File: src/rtl/core/lzwcvw_pkg.sv
// ----------------------------------------------------------------------------
// LZW compressor package
// Code constants and controller/datapath command and status types.
// ----------------------------------------------------------------------------
`timescale 1ns / 1ps

package lzwcvw_pkg;

  localparam int unsigned DictEntriesDef = 4096;
  localparam int unsigned CodeW          = 12;
  localparam int unsigned WidthW         = 4;
  localparam int unsigned RootCodes      = 258;

  localparam logic [CodeW-1:0]  CodeClear = 12'd256;
  localparam logic [CodeW-1:0]  CodeFirst = 12'd258;
  localparam logic [CodeW-1:0]  CodeLimit = 12'd4095;
  localparam logic [CodeW-1:0]  Code512   = 12'd512;
  localparam logic [CodeW-1:0]  Code1024  = 12'd1024;
  localparam logic [CodeW-1:0]  Code2048  = 12'd2048;
  localparam logic [WidthW-1:0] WidthMin  = 4'd9;

  localparam logic OpData   = 1'b0;
  localparam logic OpFinish = 1'b1;

  typedef struct packed {
    logic capture;     // latch input item
    logic set_start;   // start CLEAR has gone out
    logic prefix_byte; // pending prefix = byte
    logic fc_read;     // read first_child[prefix]
    logic walk_init;   // cur = head, tail = none
    logic node_read;   // read byte/sibling at cur
    logic walk_hit;    // prefix = cur
    logic walk_next;   // tail = cur, cur = sibling
    logic link_write;  // hook new entry onto tail or parent
    logic entry_write; // write new entry, bump counters
    logic restart;     // empty dictionary
    logic emit;        // load output register
    logic emit_clear;  // 1: CLEAR, 0: pending prefix
    logic emit_last;
  } ctrl_cmd_t;

  typedef struct packed {
    logic in_valid;
    logic op;
    logic prefix_none;
    logic start_sent;
    logic out_free;
    logic cur_none;
    logic byte_match;
    logic full_next;   // new entry makes the table full
  } ctrl_sts_t;

endpackage

File: src/rtl/core/lzwcvw_ctrl.sv
// ----------------------------------------------------------------------------
// LZW compressor controller
// Sequences start CLEAR, dictionary walk, entry insert and flush.
// ----------------------------------------------------------------------------
`timescale 1ns / 1ps

module lzwcvw_ctrl import lzwcvw_pkg::*; (
  input  logic      clk_i,
  input  logic      rst_ni,
  input  ctrl_sts_t sts_i,
  output ctrl_cmd_t cmd_o,
  output logic      in_ready_o
);

  typedef enum logic [10:0] {
    StIdle  = 11'b00000000001,
    StStart = 11'b00000000010,
    StDisp  = 11'b00000000100,
    StFc    = 11'b00000001000,
    StFcW   = 11'b00000010000,
    StChk   = 11'b00000100000,
    StNdW   = 11'b00001000000,
    StEmitP = 11'b00010000000,
    StLink  = 11'b00100000000,
    StEntry = 11'b01000000000,
    StClr   = 11'b10000000000
  } state_e;

  state_e state_q, state_d;
  logic   fin_q, fin_d;  // CLEAR from finish restarts with no prefix

  always_ff @(posedge clk_i or negedge rst_ni) begin
    if (!rst_ni) begin
      state_q <= StIdle;
      fin_q   <= 1'b0;
    end else begin
      state_q <= state_d;
      fin_q   <= fin_d;
    end
  end

  assign in_ready_o = (state_q == StIdle);

  always_comb begin
    cmd_o   = '0;
    state_d = state_q;
    fin_d   = fin_q;
    case (state_q)
      StIdle: begin
        if (sts_i.in_valid) begin
          cmd_o.capture = 1'b1;
          state_d       = StStart;
        end
      end
      StStart: begin
        if (sts_i.start_sent) begin
          state_d = StDisp;
        end else if (sts_i.out_free) begin
          cmd_o.emit       = 1'b1;
          cmd_o.emit_clear = 1'b1;
          // a first data byte causes nothing else
          cmd_o.emit_last  = (sts_i.op == OpData);
          cmd_o.set_start  = 1'b1;
          state_d          = StDisp;
        end
      end
      StDisp: begin
        if (sts_i.op == OpFinish) begin
          fin_d   = 1'b1;
          state_d = StEmitP;
        end else if (sts_i.prefix_none) begin
          cmd_o.prefix_byte = 1'b1;
          state_d           = StIdle;
        end else begin
          fin_d   = 1'b0;
          state_d = StFc;
        end
      end
      StFc: begin
        cmd_o.fc_read = 1'b1;
        state_d       = StFcW;
      end
      StFcW: begin
        cmd_o.walk_init = 1'b1;
        state_d         = StChk;
      end
      StChk: begin
        if (sts_i.cur_none) begin
          state_d = StEmitP;
        end else begin
          cmd_o.node_read = 1'b1;
          state_d         = StNdW;
        end
      end
      StNdW: begin
        if (sts_i.byte_match) begin
          cmd_o.walk_hit = 1'b1;
          state_d        = StIdle;
        end else begin
          cmd_o.walk_next = 1'b1;
          state_d         = StChk;
        end
      end
      StEmitP: begin
        if (fin_q && sts_i.prefix_none) begin
          state_d = StClr;
        end else if (sts_i.out_free) begin
          cmd_o.emit      = 1'b1;
          cmd_o.emit_last = !fin_q && !sts_i.full_next;
          state_d         = fin_q ? StClr : StLink;
        end
      end
      StLink: begin
        cmd_o.link_write = 1'b1;
        state_d          = StEntry;
      end
      StEntry: begin
        cmd_o.entry_write = 1'b1;
        state_d           = sts_i.full_next ? StClr : StIdle;
      end
      StClr: begin
        if (sts_i.out_free) begin
          cmd_o.emit       = 1'b1;
          cmd_o.emit_clear = 1'b1;
          cmd_o.emit_last  = 1'b1;
          cmd_o.restart    = 1'b1;
          state_d          = StIdle;
        end
      end
      default: begin
        state_d = StIdle;
      end
    endcase
  end

endmodule

File: config.mk
export PLATFORM = sky130hd
export DESIGN_NAME = lzwcvw_ctrl
export DESIGN_NICKNAME = d
export VERILOG_FILES = /design/src/rtl/core/lzwcvw_pkg.sv /design/src/rtl/core/lzwcvw_ctrl.sv
export SDC_FILE = /design/constraint.sdc
export NUM_CORES = 1
export LEC_CHECK = 0
export BUFFER_PORTS_ARGS = -buffer_cell sky130_fd_sc_hd__clkbuf_2
export CAP_MARGIN = 20
export CORE_UTILIZATION = 40
export DETAILED_ROUTE_END_ITERATION = 16
export HOLD_SLACK_MARGIN = 0.05
export PLACE_DENSITY = 0.69
export SLEW_MARGIN = 20
export SYNTH_ARGS = -nofsm -noshare
export SYNTH_HDL_FRONTEND = slang
export SYNTH_SLANG_ARGS = --single-unit
File: constraint.sdc
create_clock -name clk_i -period 3.55 [get_ports clk_i]
set_input_delay 0.1775 -clock clk_i [delete_from_list [all_inputs] [get_ports clk_i]]
set_output_delay 0.1775 -clock clk_i [all_outputs]
set_load 0.1 [all_outputs]
==> results of run 1 <==
## per-stage QoR
step | util [%] | hold WS (ns) | power, mW
2_1_floorplan | - | -0.118 | 0.538
3_3_place_gp | 51.1 | 0.0837 | 0.599
3_5_place_dp | 51.1 | 0.0843 | 0.603
4_1_cts | 52.9 | 0.0833 | 0.698
5_1_grt | 52.9 | 0.0907 | 0.740
6_report | 52.9 | 0.0919 | 0.697
## repair_timing
action / CTS / global route
hold buffers: 1 / 0
buffers inserted: 0 / 0
hold endpoints to repair: 11 / 0
## Yosys cell counts (all sizes together)
master,number
a21o,1
o32ai,1
buf,5
a21oi,3
nand2,4
mux2i,1
or2b,1
dfrtp,11
a31oi,3
or2,2
nand3b,1
o21ai,6
nor3,7
a311o,1
nor4,10
nand2b,3
and2b,1
xor2,3
o32a,1
nand4,3
o22ai,1
a221oi,1
inv,5
nor2,6
and4bb,3
a221o,1
nand3,2
nor3b,2
nor4b,4
dfstp,1
o21bai,1
and2,1
## registers in the layout, summed over array words and instances (netlist names)
register  count
fin_q         1
state_q      11
## report_power, final
| part | leakage, nW | switching (mW) | internal (mW) |
|---|---|---|---|
| Sequential | 0.161 | 0.0588 | 0.164 |
| Clock | 0.0150 | 0.0491 | 0.0436 |
| Combinational | 0.323 | 0.271 | 0.110 |
| Total | 0.499 | 0.379 | 0.318 |
## worst register-to-register path: cells and delay by family, from the launching register on
family	cells	cell delay (ns)
AND/OR/NAND/NOR	3	1.00
flip-flops	1	0.48
AO/OA/AOI/OAI	2	0.34
## cell families after synthesis
family | after synthesis | share of synthesized area, %
AND/OR/NAND/NOR | 50 | 42.0
buffers and inverters | 10 | 5.81
flip-flops | 12 | 33.3
AO/OA/AOI/OAI | 20 | 14.8
XOR/XNOR | 3 | 2.91
multiplexers | 1 | 1.11
## worst max path at each step
| stage | endpoint | slack (ns) | cells after the start |
|---|---|---|---|
| finish | cmd_o[7] | 0.96 | 5 |
| CTS | cmd_o[7] | 0.95 | 5 |
| detailed placement | cmd_o[7] | 1.26 | 5 |
| global placement | cmd_o[7] | 1.26 | 5 |
| global route | cmd_o[7] | 0.81 | 5 |
| floorplan | state_q[1] | 0.43 | 4 |
## final cells by class
type,instances,area (sq um)
Fill cell,203,962
Multi-Input combinational cell,74,569
Sequential cell,12,302
Clock buffer,4,26.3
Inverter,5,18.8
Tap cell,27,33.8
Timing Repair Buffer,25,130
## per-layer routing
metal / up-vias / global-route usage, % / wire (microns)
met5: - / 0 / 0
li1: 420 / - / -
met4: 0 / 10.0 / 46
met2: 29 / 29.1 / 994
met1: 399 / 27.2 / 998
met3: 5 / 0.926 / 64
==> impl_metrics.env, run 1 <==
export IMPL_htreeDepth=1
export IMPL_die_area_sq_mm=0.00246
export IMPL_drt_pass1_iterations=4
export IMPL_max_vdd_ir_drop_mv=0.543
export IMPL_final_cell_mix="clkbuf_2 (24), dfrtp_1 (11), nor2_1 (6), o21ai_0 (6)"
export IMPL_cp_arrival_ns=2.41
export IMPL_cp_max_fo=8
export IMPL_setup_viol=0
export IMPL_hold_class="primary input to register"
export IMPL_vias=853
export IMPL_cts_sinks=12
export IMPL_path_delay_family="simple AND/OR/NAND/NOR gates"
export IMPL_grt_pass1_vias=794
export IMPL_slowest_delay_ns=0.48
export IMPL_synth_area_top_cells="dfrtp_1 (30%), nor4_1 (4.8%), nor4_4 (4.7%)"
export IMPL_path_cells="nor4_4 -> nand3b_2 -> nor4b_2 -> and2_2 -> clkbuf_2"
export IMPL_critPathKind="register to output pin"
export IMPL_start_kind="register"
export IMPL_core_area_sq_mm=0.00204
export IMPL_grt_overflow=0
export IMPL_clock_root_buffer="clkbuf_4"
export IMPL_period_needed_ns=2.59
export IMPL_reg2reg_from="state_q[9]"
export IMPL_dp_cells=142
export IMPL_timing_final_crit_share_pct=72.9
export IMPL_ant_nets=0
export IMPL_die_w_microns=49.6
export IMPL_drc=0
export IMPL_grt_max_degree=13
export IMPL_cp_buffers_inverters=1
export IMPL_cp_required_ns=3.37
export IMPL_cts_tree="yes"
export IMPL_drt_iter0_drc=11
export IMPL_design_area_sq_mm=0.00108
export IMPL_stdcell_count=147
export IMPL_min_to="state_q[3]"
export IMPL_synth_seq_cells=12
export IMPL_synth_top_area_cell="dfrtp_1"
export IMPL_nets=131
export IMPL_min_from="sts_i[5]"
export IMPL_cts_buffers_inserted=3
export IMPL_synth_area_per_cell_sq_um=9.42
export IMPL_cts_repair_resized=0
export IMPL_holdPathStages=2
export IMPL_ff2ff_path_depth=5
export IMPL_r2r_end="state_q[0]"
export IMPL_grt_pass1_wl_microns=3640
export IMPL_p_per_area_mw_per_mm2=646
export IMPL_clkTransAtPathRegs_ns=0.08
export IMPL_antenna_found_initial=0
export IMPL_drv_slew=0
export IMPL_end_kind="output pin"
export IMPL_clock_skew_ns=0.00668
export IMPL_finalWirelength_microns=2100
export IMPL_slowest_stage="dfrtp_1"
export IMPL_dpl_worst_slack_ns=1.26
export IMPL_status="completed"
export IMPL_synthesis_nets=106
export IMPL_portBuffers=24
export IMPL_synth_cells=96
export IMPL_viasPerCell=5.80
export IMPL_hold_viol=0
export IMPL_setup_ws_ns=0.961
export IMPL_rsz0062_at_grt="false"
export IMPL_p_leak_nw=0.499
export IMPL_final_common_cell="clkbuf_2"
export IMPL_critPathLaunch="state_q[9]"
export IMPL_initial_core_util_pct=44.3
export IMPL_wl_per_cell_microns=14.3
export IMPL_setup_tns_final_ns=0
export IMPL_yosys_warnings=0
export IMPL_tightest_slew_ns=0.545
export IMPL_drive_gt1_share_pct=36.7
export IMPL_netlist_area_sq_um=905
export IMPL_fmax_mhz=386
export IMPL_die_y_microns=49.6
export IMPL_clock_latency_ns=0.28
export IMPL_synth_top_area_share_pct=30.4
export IMPL_yosysUniqueCellTypes=42
export IMPL_n_antenna_cell=0
export IMPL_globalplace_congestion=0.738
export IMPL_place_hpwl_microns=1610
export IMPL_grt_total_usage_pct=19.1
export IMPL_syn2layout_area_growth_pct=19.4
export IMPL_max_slew_margin_rel_pct=63.8
export IMPL_io_pins=25
export IMPL_clockBufferDepth=2
export IMPL_yosysSeqAreaShare_pct=33.3
export IMPL_reg2reg_slack_ns=1.65
export IMPL_rows=16
export IMPL_drv_cap=0
export IMPL_dpl_instance_area_sq_mm=0.00104
No activity file was read; power rests on OpenSTA's default activity.
==> run 2: changes to the inputs <==
--- a/config.mk
+++ b/config.mk
@@ -5,6 +5,7 @@
 export SDC_FILE = /design/constraint.sdc
 export NUM_CORES = 1
 export LEC_CHECK = 0
+export ABC_AREA = 1
 export BUFFER_PORTS_ARGS = -buffer_cell sky130_fd_sc_hd__clkbuf_2
 export CAP_MARGIN = 20
 export CORE_UTILIZATION = 40
==> constraint.sdc (replaced) <==
create_clock -name clk_i -period 2.5 [get_ports clk_i]
set_input_delay 0.125 -clock clk_i [delete_from_list [all_inputs] [get_ports clk_i]]
set_output_delay 0.125 -clock clk_i [all_outputs]
set_load 0.1 [all_outputs]
==> run 2 against run 1 <==
Cell count up 32%. Synthesized area grew 1.4%. Critical path depth grew 3. Critical endpoint is now cmd_o[0]. Largest cell class unchanged.
==> impl_metrics.env, run 2 <==
export IMPL_core_area_sq_mm=0.00206
export IMPL_initial_core_util_pct=44.5
export IMPL_rows=16
export IMPL_cp_arrival_ns=2.06
export IMPL_tightest_slew_ns=0.541
export IMPL_fmax_mhz=458
export IMPL_power_frac_seq_pct=27.1
export IMPL_p_per_area_mw_per_mm2=836
export IMPL_drv_slew=0
export IMPL_final_cell_mix="inv_1 (32), nand2_1 (29), clkbuf_2 (24), nand3_1 (14), nor2_1 (12)"
export IMPL_portBuffers=24
export IMPL_cts_tree="yes"
export IMPL_cp_required_ns=2.38
export IMPL_clock_latency_ns=0.27
export IMPL_p_clk_share_pct=13.4
export IMPL_htreeDepth=1
export IMPL_hold_class="primary input to register"
export IMPL_setup_ws_ns=0.317
export IMPL_period_needed_ns=2.18
export IMPL_netlist_area_sq_um=917
export IMPL_syn2layout_area_growth_pct=23.7
export IMPL_p_int_mw=0.429
export IMPL_setup_tns_final_ns=0
export IMPL_clock_skew_ns=0.00616
export IMPL_drt_iter0_drc=11
export IMPL_grt_pass1_vias=841
export IMPL_start_kind="register"
export IMPL_cts_sinks=12
export IMPL_cts_setup_buffers=0
export IMPL_drc=0
export IMPL_critPathKind="register to output pin"
export IMPL_hold_viol=0
export IMPL_p_leak_nw=0.733
export IMPL_place_hpwl_microns=1770
export IMPL_clkTransAtPathRegs_ns=0.08
export IMPL_synth_edf_count=0
export IMPL_drv_cap=0
export IMPL_synth_most_common_cell="inv_1"
export IMPL_drive_gt1_share_pct=31.7
export IMPL_timing_final_crit_share_pct=87.3
export IMPL_finalWirelength_microns=2090
export IMPL_cts_buffers_inserted=3
export IMPL_viasPerCell=4.68
export IMPL_grt_max_degree=13
export IMPL_setup_viol=0
export IMPL_largest_reg_flops=11
export IMPL_synth_ff_type="dfrtp_1"
export IMPL_antenna_found_initial=0
export IMPL_p_switching_mw=0.520
export IMPL_synth_seq_cells=12
export IMPL_p_sw_share_pct=54.8
export IMPL_synth_commonest_cells="inv_1 (32), nand2_1 (29), nand3_1 (15)"
export IMPL_yosys_warnings=0
export IMPL_grt_pass1_wl_microns=3540
export IMPL_n_antenna_cell=0
export IMPL_grt_overflow=0
export IMPL_reg_top3="state_q: 11 flops, fin_q: 1 flops"
export IMPL_die_area_sq_mm=0.00249
export IMPL_synthesis_nets=146
export IMPL_die_w_microns=49.9
export IMPL_status="completed"
export IMPL_vias=908
export IMPL_end_kind="output pin"
export IMPL_synth_top_area_share_pct=30.0
export IMPL_clock_root_buffer="clkbuf_4"
export IMPL_p_comb_share_pct=59.5
export IMPL_grt_total_usage_pct=19.0
export IMPL_clockBufferDepth=2
export IMPL_async_flop_share_pct=100
export IMPL_io_pins=25
export IMPL_dpl_worst_slack_ns=0.625
export IMPL_synth_cells=136
export IMPL_yosysUniqueCellTypes=22
export IMPL_final_common_cell="inv_1"
export IMPL_synth_area_per_cell_sq_um=6.74
export IMPL_hold_slack_ns=0.0983
export IMPL_nets=178
export IMPL_ant_nets=0
export IMPL_max_slew_margin_rel_pct=64.1
export IMPL_wl_per_cell_microns=10.8
export IMPL_drt_pass1_iterations=4
export IMPL_largest_register="state_q"
export IMPL_globalplace_congestion=0.809
export IMPL_synth_area_top_cells="dfrtp_1 (30%), inv_1 (13%), nand2_1 (12%)"
export IMPL_synth_top_area_cell="dfrtp_1"
export IMPL_rsz0062_at_grt="false"
export IMPL_yosysSeqAreaShare_pct=32.9
export IMPL_max_vdd_ir_drop_mv=0.512
export IMPL_die_y_microns=49.9
export IMPL_cp_max_fo=4
==> run 2: worst max-delay path: stages, from the launching register on <==
cell and delay [ns]:
dfrtp_1 0.40, nor2_2 0.15, nand2_2 0.13, nor2_4 0.18, nand3_2 0.11, inv_1 0.07
nand3_1 0.08, o211ai_1 0.18, clkbuf_2 0.48
==> run 2: worst paths after layout <==
path,startpoint,end,slack [ns],cells past startpoint
worst max-delay path,state_q[4],cmd_o[0],0.32,8
worst min-delay path,sts_i[1],state_q[5],0.1,2
worst max register to register,state_q[3],state_q[10],1.01,8
worst min register to register,fin_q,state_q[8],0.49,1
max in group asynchronous,rst_ni,state_q[0],1.95,2
min in group asynchronous,rst_ni,state_q[9],0.26,2
==> run 2: kinds of logic after synthesis <==
logic type / Yosys count / share of synthesized area (%)
flip-flops: 12 / 32.9
AO/OA/AOI/OAI: 8 / 6.96
AND/OR/NAND/NOR: 83 / 46.7
buffers and inverters: 33 / 13.5
==> run 2: final cells by class <==
class	instances	area (sq um)
clock buffers	4	26.3
multi-input cells	91	499
flip-flops and latches	12	302
inverters	33	124
well taps	27	33.8
fillers	207	927
repair buffers	27	150
==> run 2: through the flow <==
stage	total power, mW	std cells	util [%]	cell area (sq um)
finish	0.949	194	55.0	1130
global placement	0.814	187	52.3	1080
CTS	0.951	193	54.6	1120
floorplan	0.721	136	-	925
detailed placement	0.820	187	52.3	1080
global route	1.02	194	55.0	1130
==> run 2: power by group through the flow <==
stage                     Sequential (mW)  Combinational (mW)  Clock (mW)
after floorplan                     0.254               0.467           0
after global placement              0.259               0.556           0
after detailed placement            0.260               0.560           0
after CTS                           0.257               0.564       0.131
after global routing                0.261               0.615       0.140
final                               0.257               0.564       0.127
==> run 2: per-layer routing <==
layer,track usage [%],up-vias,part of all wire (%)
met1,23.0,402,49
met5,0,-,0
met4,7.14,0,1.2
met2,33.6,23,46
met3,2.78,4,3.6
li1,-,479,-
==> run 2: timing repair <==
item,4_1_cts,5_1_grt
hold buffers,2,1
resized for setup,0,0
endpoints found under the hold margin,13,1
==> run 3: changes to the inputs <==
==> constraint.sdc (replaced) <==
create_clock -name clk_i -period 2.6 [get_ports clk_i]
set_input_delay 0.26 -clock clk_i [delete_from_list [all_inputs] [get_ports clk_i]]
set_output_delay 0.26 -clock clk_i [all_outputs]
set_load 0.1 [all_outputs]
==> run 3 against run 2 <==
Critical path depth is the same. Routed wire length shrank 2.4%. Clock skew shrank 0.0053 ns. Sequential share of layout area rose by 0.30 points. Critical endpoint unchanged.
==> impl_metrics.env, run 3 (same netlist as run 2, synthesis figures left out) <==
export IMPL_min_to="state_q[6]"
export IMPL_slowest_delay_ns=0.48
export IMPL_rows=16
export IMPL_nets=176
export IMPL_end_kind="output pin"
export IMPL_drt_pass1_iterations=4
export IMPL_drv_cap=0
export IMPL_clkTransAtPathRegs_ns=0.08
export IMPL_grt_overflow=0
export IMPL_cts_tree="yes"
export IMPL_cts_sinks=12
export IMPL_timing_final_crit_share_pct=90.2
export IMPL_critPathKind="register to output pin"
export IMPL_core_area_sq_mm=0.00206
export IMPL_wl_per_cell_microns=10.6
export IMPL_multi_input_area_sq_um=497
export IMPL_max_vdd_ir_drop_mv=0.499
export IMPL_final_util_pct=54.4
export IMPL_p_per_area_mw_per_mm2=831
export IMPL_clock_skew_ns=0.000877
export IMPL_finalWirelength_microns=2040
export IMPL_cts_repair_resized=0
export IMPL_die_w_microns=49.9
export IMPL_clock_latency_ns=0.28
export IMPL_hold_class="primary input to register"
export IMPL_holdPathStages=2
export IMPL_htreeDepth=1
export IMPL_cp_max_fo=4
export IMPL_cts_setup_buffers=0
export IMPL_die_area_sq_mm=0.00249
export IMPL_die_y_microns=49.9
export IMPL_cp_arrival_ns=2.08
export IMPL_reg2reg_slack_ns=1.07
export IMPL_clock_root_buffer="clkbuf_4"
export IMPL_ant_nets=0
export IMPL_syn2layout_area_growth_pct=22.4
export IMPL_setup_viol=0
export IMPL_viasPerCell=4.90
export IMPL_cts_buffers_inserted=3
export IMPL_grt_pass1_wl_microns=3550
export IMPL_reg2reg_from="state_q[3]"
export IMPL_fillers=203
export IMPL_tightest_slew_ns=0.544
export IMPL_globalplace_congestion=0.813
export IMPL_ff_latch_area_sq_um=302
export IMPL_grt_total_usage_pct=19.1
export IMPL_start_kind="register"
export IMPL_cp_required_ns=2.34
export IMPL_ff2ff_path_depth=8
export IMPL_drive_gt1_share_pct=32.1
export IMPL_design_area_sq_mm=0.00112
export IMPL_vias=940
export IMPL_drc=0
export IMPL_drv_slew=0
export IMPL_largest_register="state_q"
export IMPL_drt_iter0_drc=20
export IMPL_rsz0062_at_grt="false"
export IMPL_r2r_end="state_q[10]"
export IMPL_n_antenna_cell=0
export IMPL_period_needed_ns=2.34
export IMPL_dpl_instance_area_sq_mm=0.00108
export IMPL_slowest_stage="clkbuf_2"
export IMPL_final_common_cell="inv_1"
export IMPL_cp_buffers_inverters=2
export IMPL_status="completed"
export IMPL_path_delay_family="simple AND/OR/NAND/NOR gates"
export IMPL_grt_max_degree=13
export IMPL_final_cell_mix="inv_1 (32), nand2_1 (29), clkbuf_2 (24), nand3_1 (14), nor2_1 (13)"
export IMPL_largest_reg_flops=11
export IMPL_setup_tns_final_ns=0
export IMPL_place_hpwl_microns=1760
export IMPL_hold_viol=0
export IMPL_portBuffers=24
export IMPL_antenna_found_initial=0
export IMPL_finalPower_mw=0.933
export IMPL_path_cells="nor2_2 -> nand2_2 -> nor2_4 -> nand3_2 -> inv_1 -> nand3_1 -> o211ai_1 -> clkbuf_2"
export IMPL_min_from="sts_i[2]"
export IMPL_clockBufferDepth=2
export IMPL_max_slew_margin_rel_pct=63.9
export IMPL_fmax_mhz=427
export IMPL_initial_core_util_pct=44.5
export IMPL_reg_top3="state_q: 11 flops, fin_q: 1 flops"
export IMPL_p_leak_nw=0.731
export IMPL_io_pins=25
export IMPL_grt_pass1_vias=868
export IMPL_hold_slack_ns=0.166
## run 3: where the power goes
part,switching (mW),internal [mW]
Sequential,0.0240,0.222
Combinational,0.407,0.128
Clock,0.0666,0.0853
Total,0.498,0.435
## run 3: area by class of cell
cell class | instances | area share (%)
inverters | 33 | 11.0
flip-flops and latches | 12 | 26.9
multi-input cells | 91 | 44.3
clock buffers | 4 | 3.23
well taps | 27 | 3.01
repair buffers | 25 | 11.6
## run 3: what timing repair did
action                                  in CTS  in global routing
hold endpoints to repair                    11                  0
hold buffers                                 1                  0
endpoints found under the setup margin       0                  0
## run 3: worst max path at each step
stage,startpoint,to,slack (ns),cells after the start
floorplan,state_q[4],cmd_o[0],-0.14,7
global placement,state_q[4],cmd_o[0],0.65,8
detailed placement,state_q[4],cmd_o[0],0.55,8
CTS,state_q[4],cmd_o[0],0.23,8
global route,state_q[4],cmd_o[0],0.13,8
finish,state_q[4],cmd_o[0],0.26,8
## run 3: per-stage QoR
| step | instances | setup WS, ns |
|---|---|---|
| after global routing | 192 | 0.126 |
| final | 192 | 0.256 |
| after floorplan | 136 | -0.139 |
| after CTS | 192 | 0.229 |
| after detailed placement | 187 | 0.546 |
| after global placement | 187 | 0.645 |
## run 3: metal layers
layer	routed length [microns]	vias up	track usage (%)
li1	-	477	-
met1	886	428	22.4
met2	995	30	33.3
met3	116	5	3.40
met4	44	0	8.57
met5	0	-	0
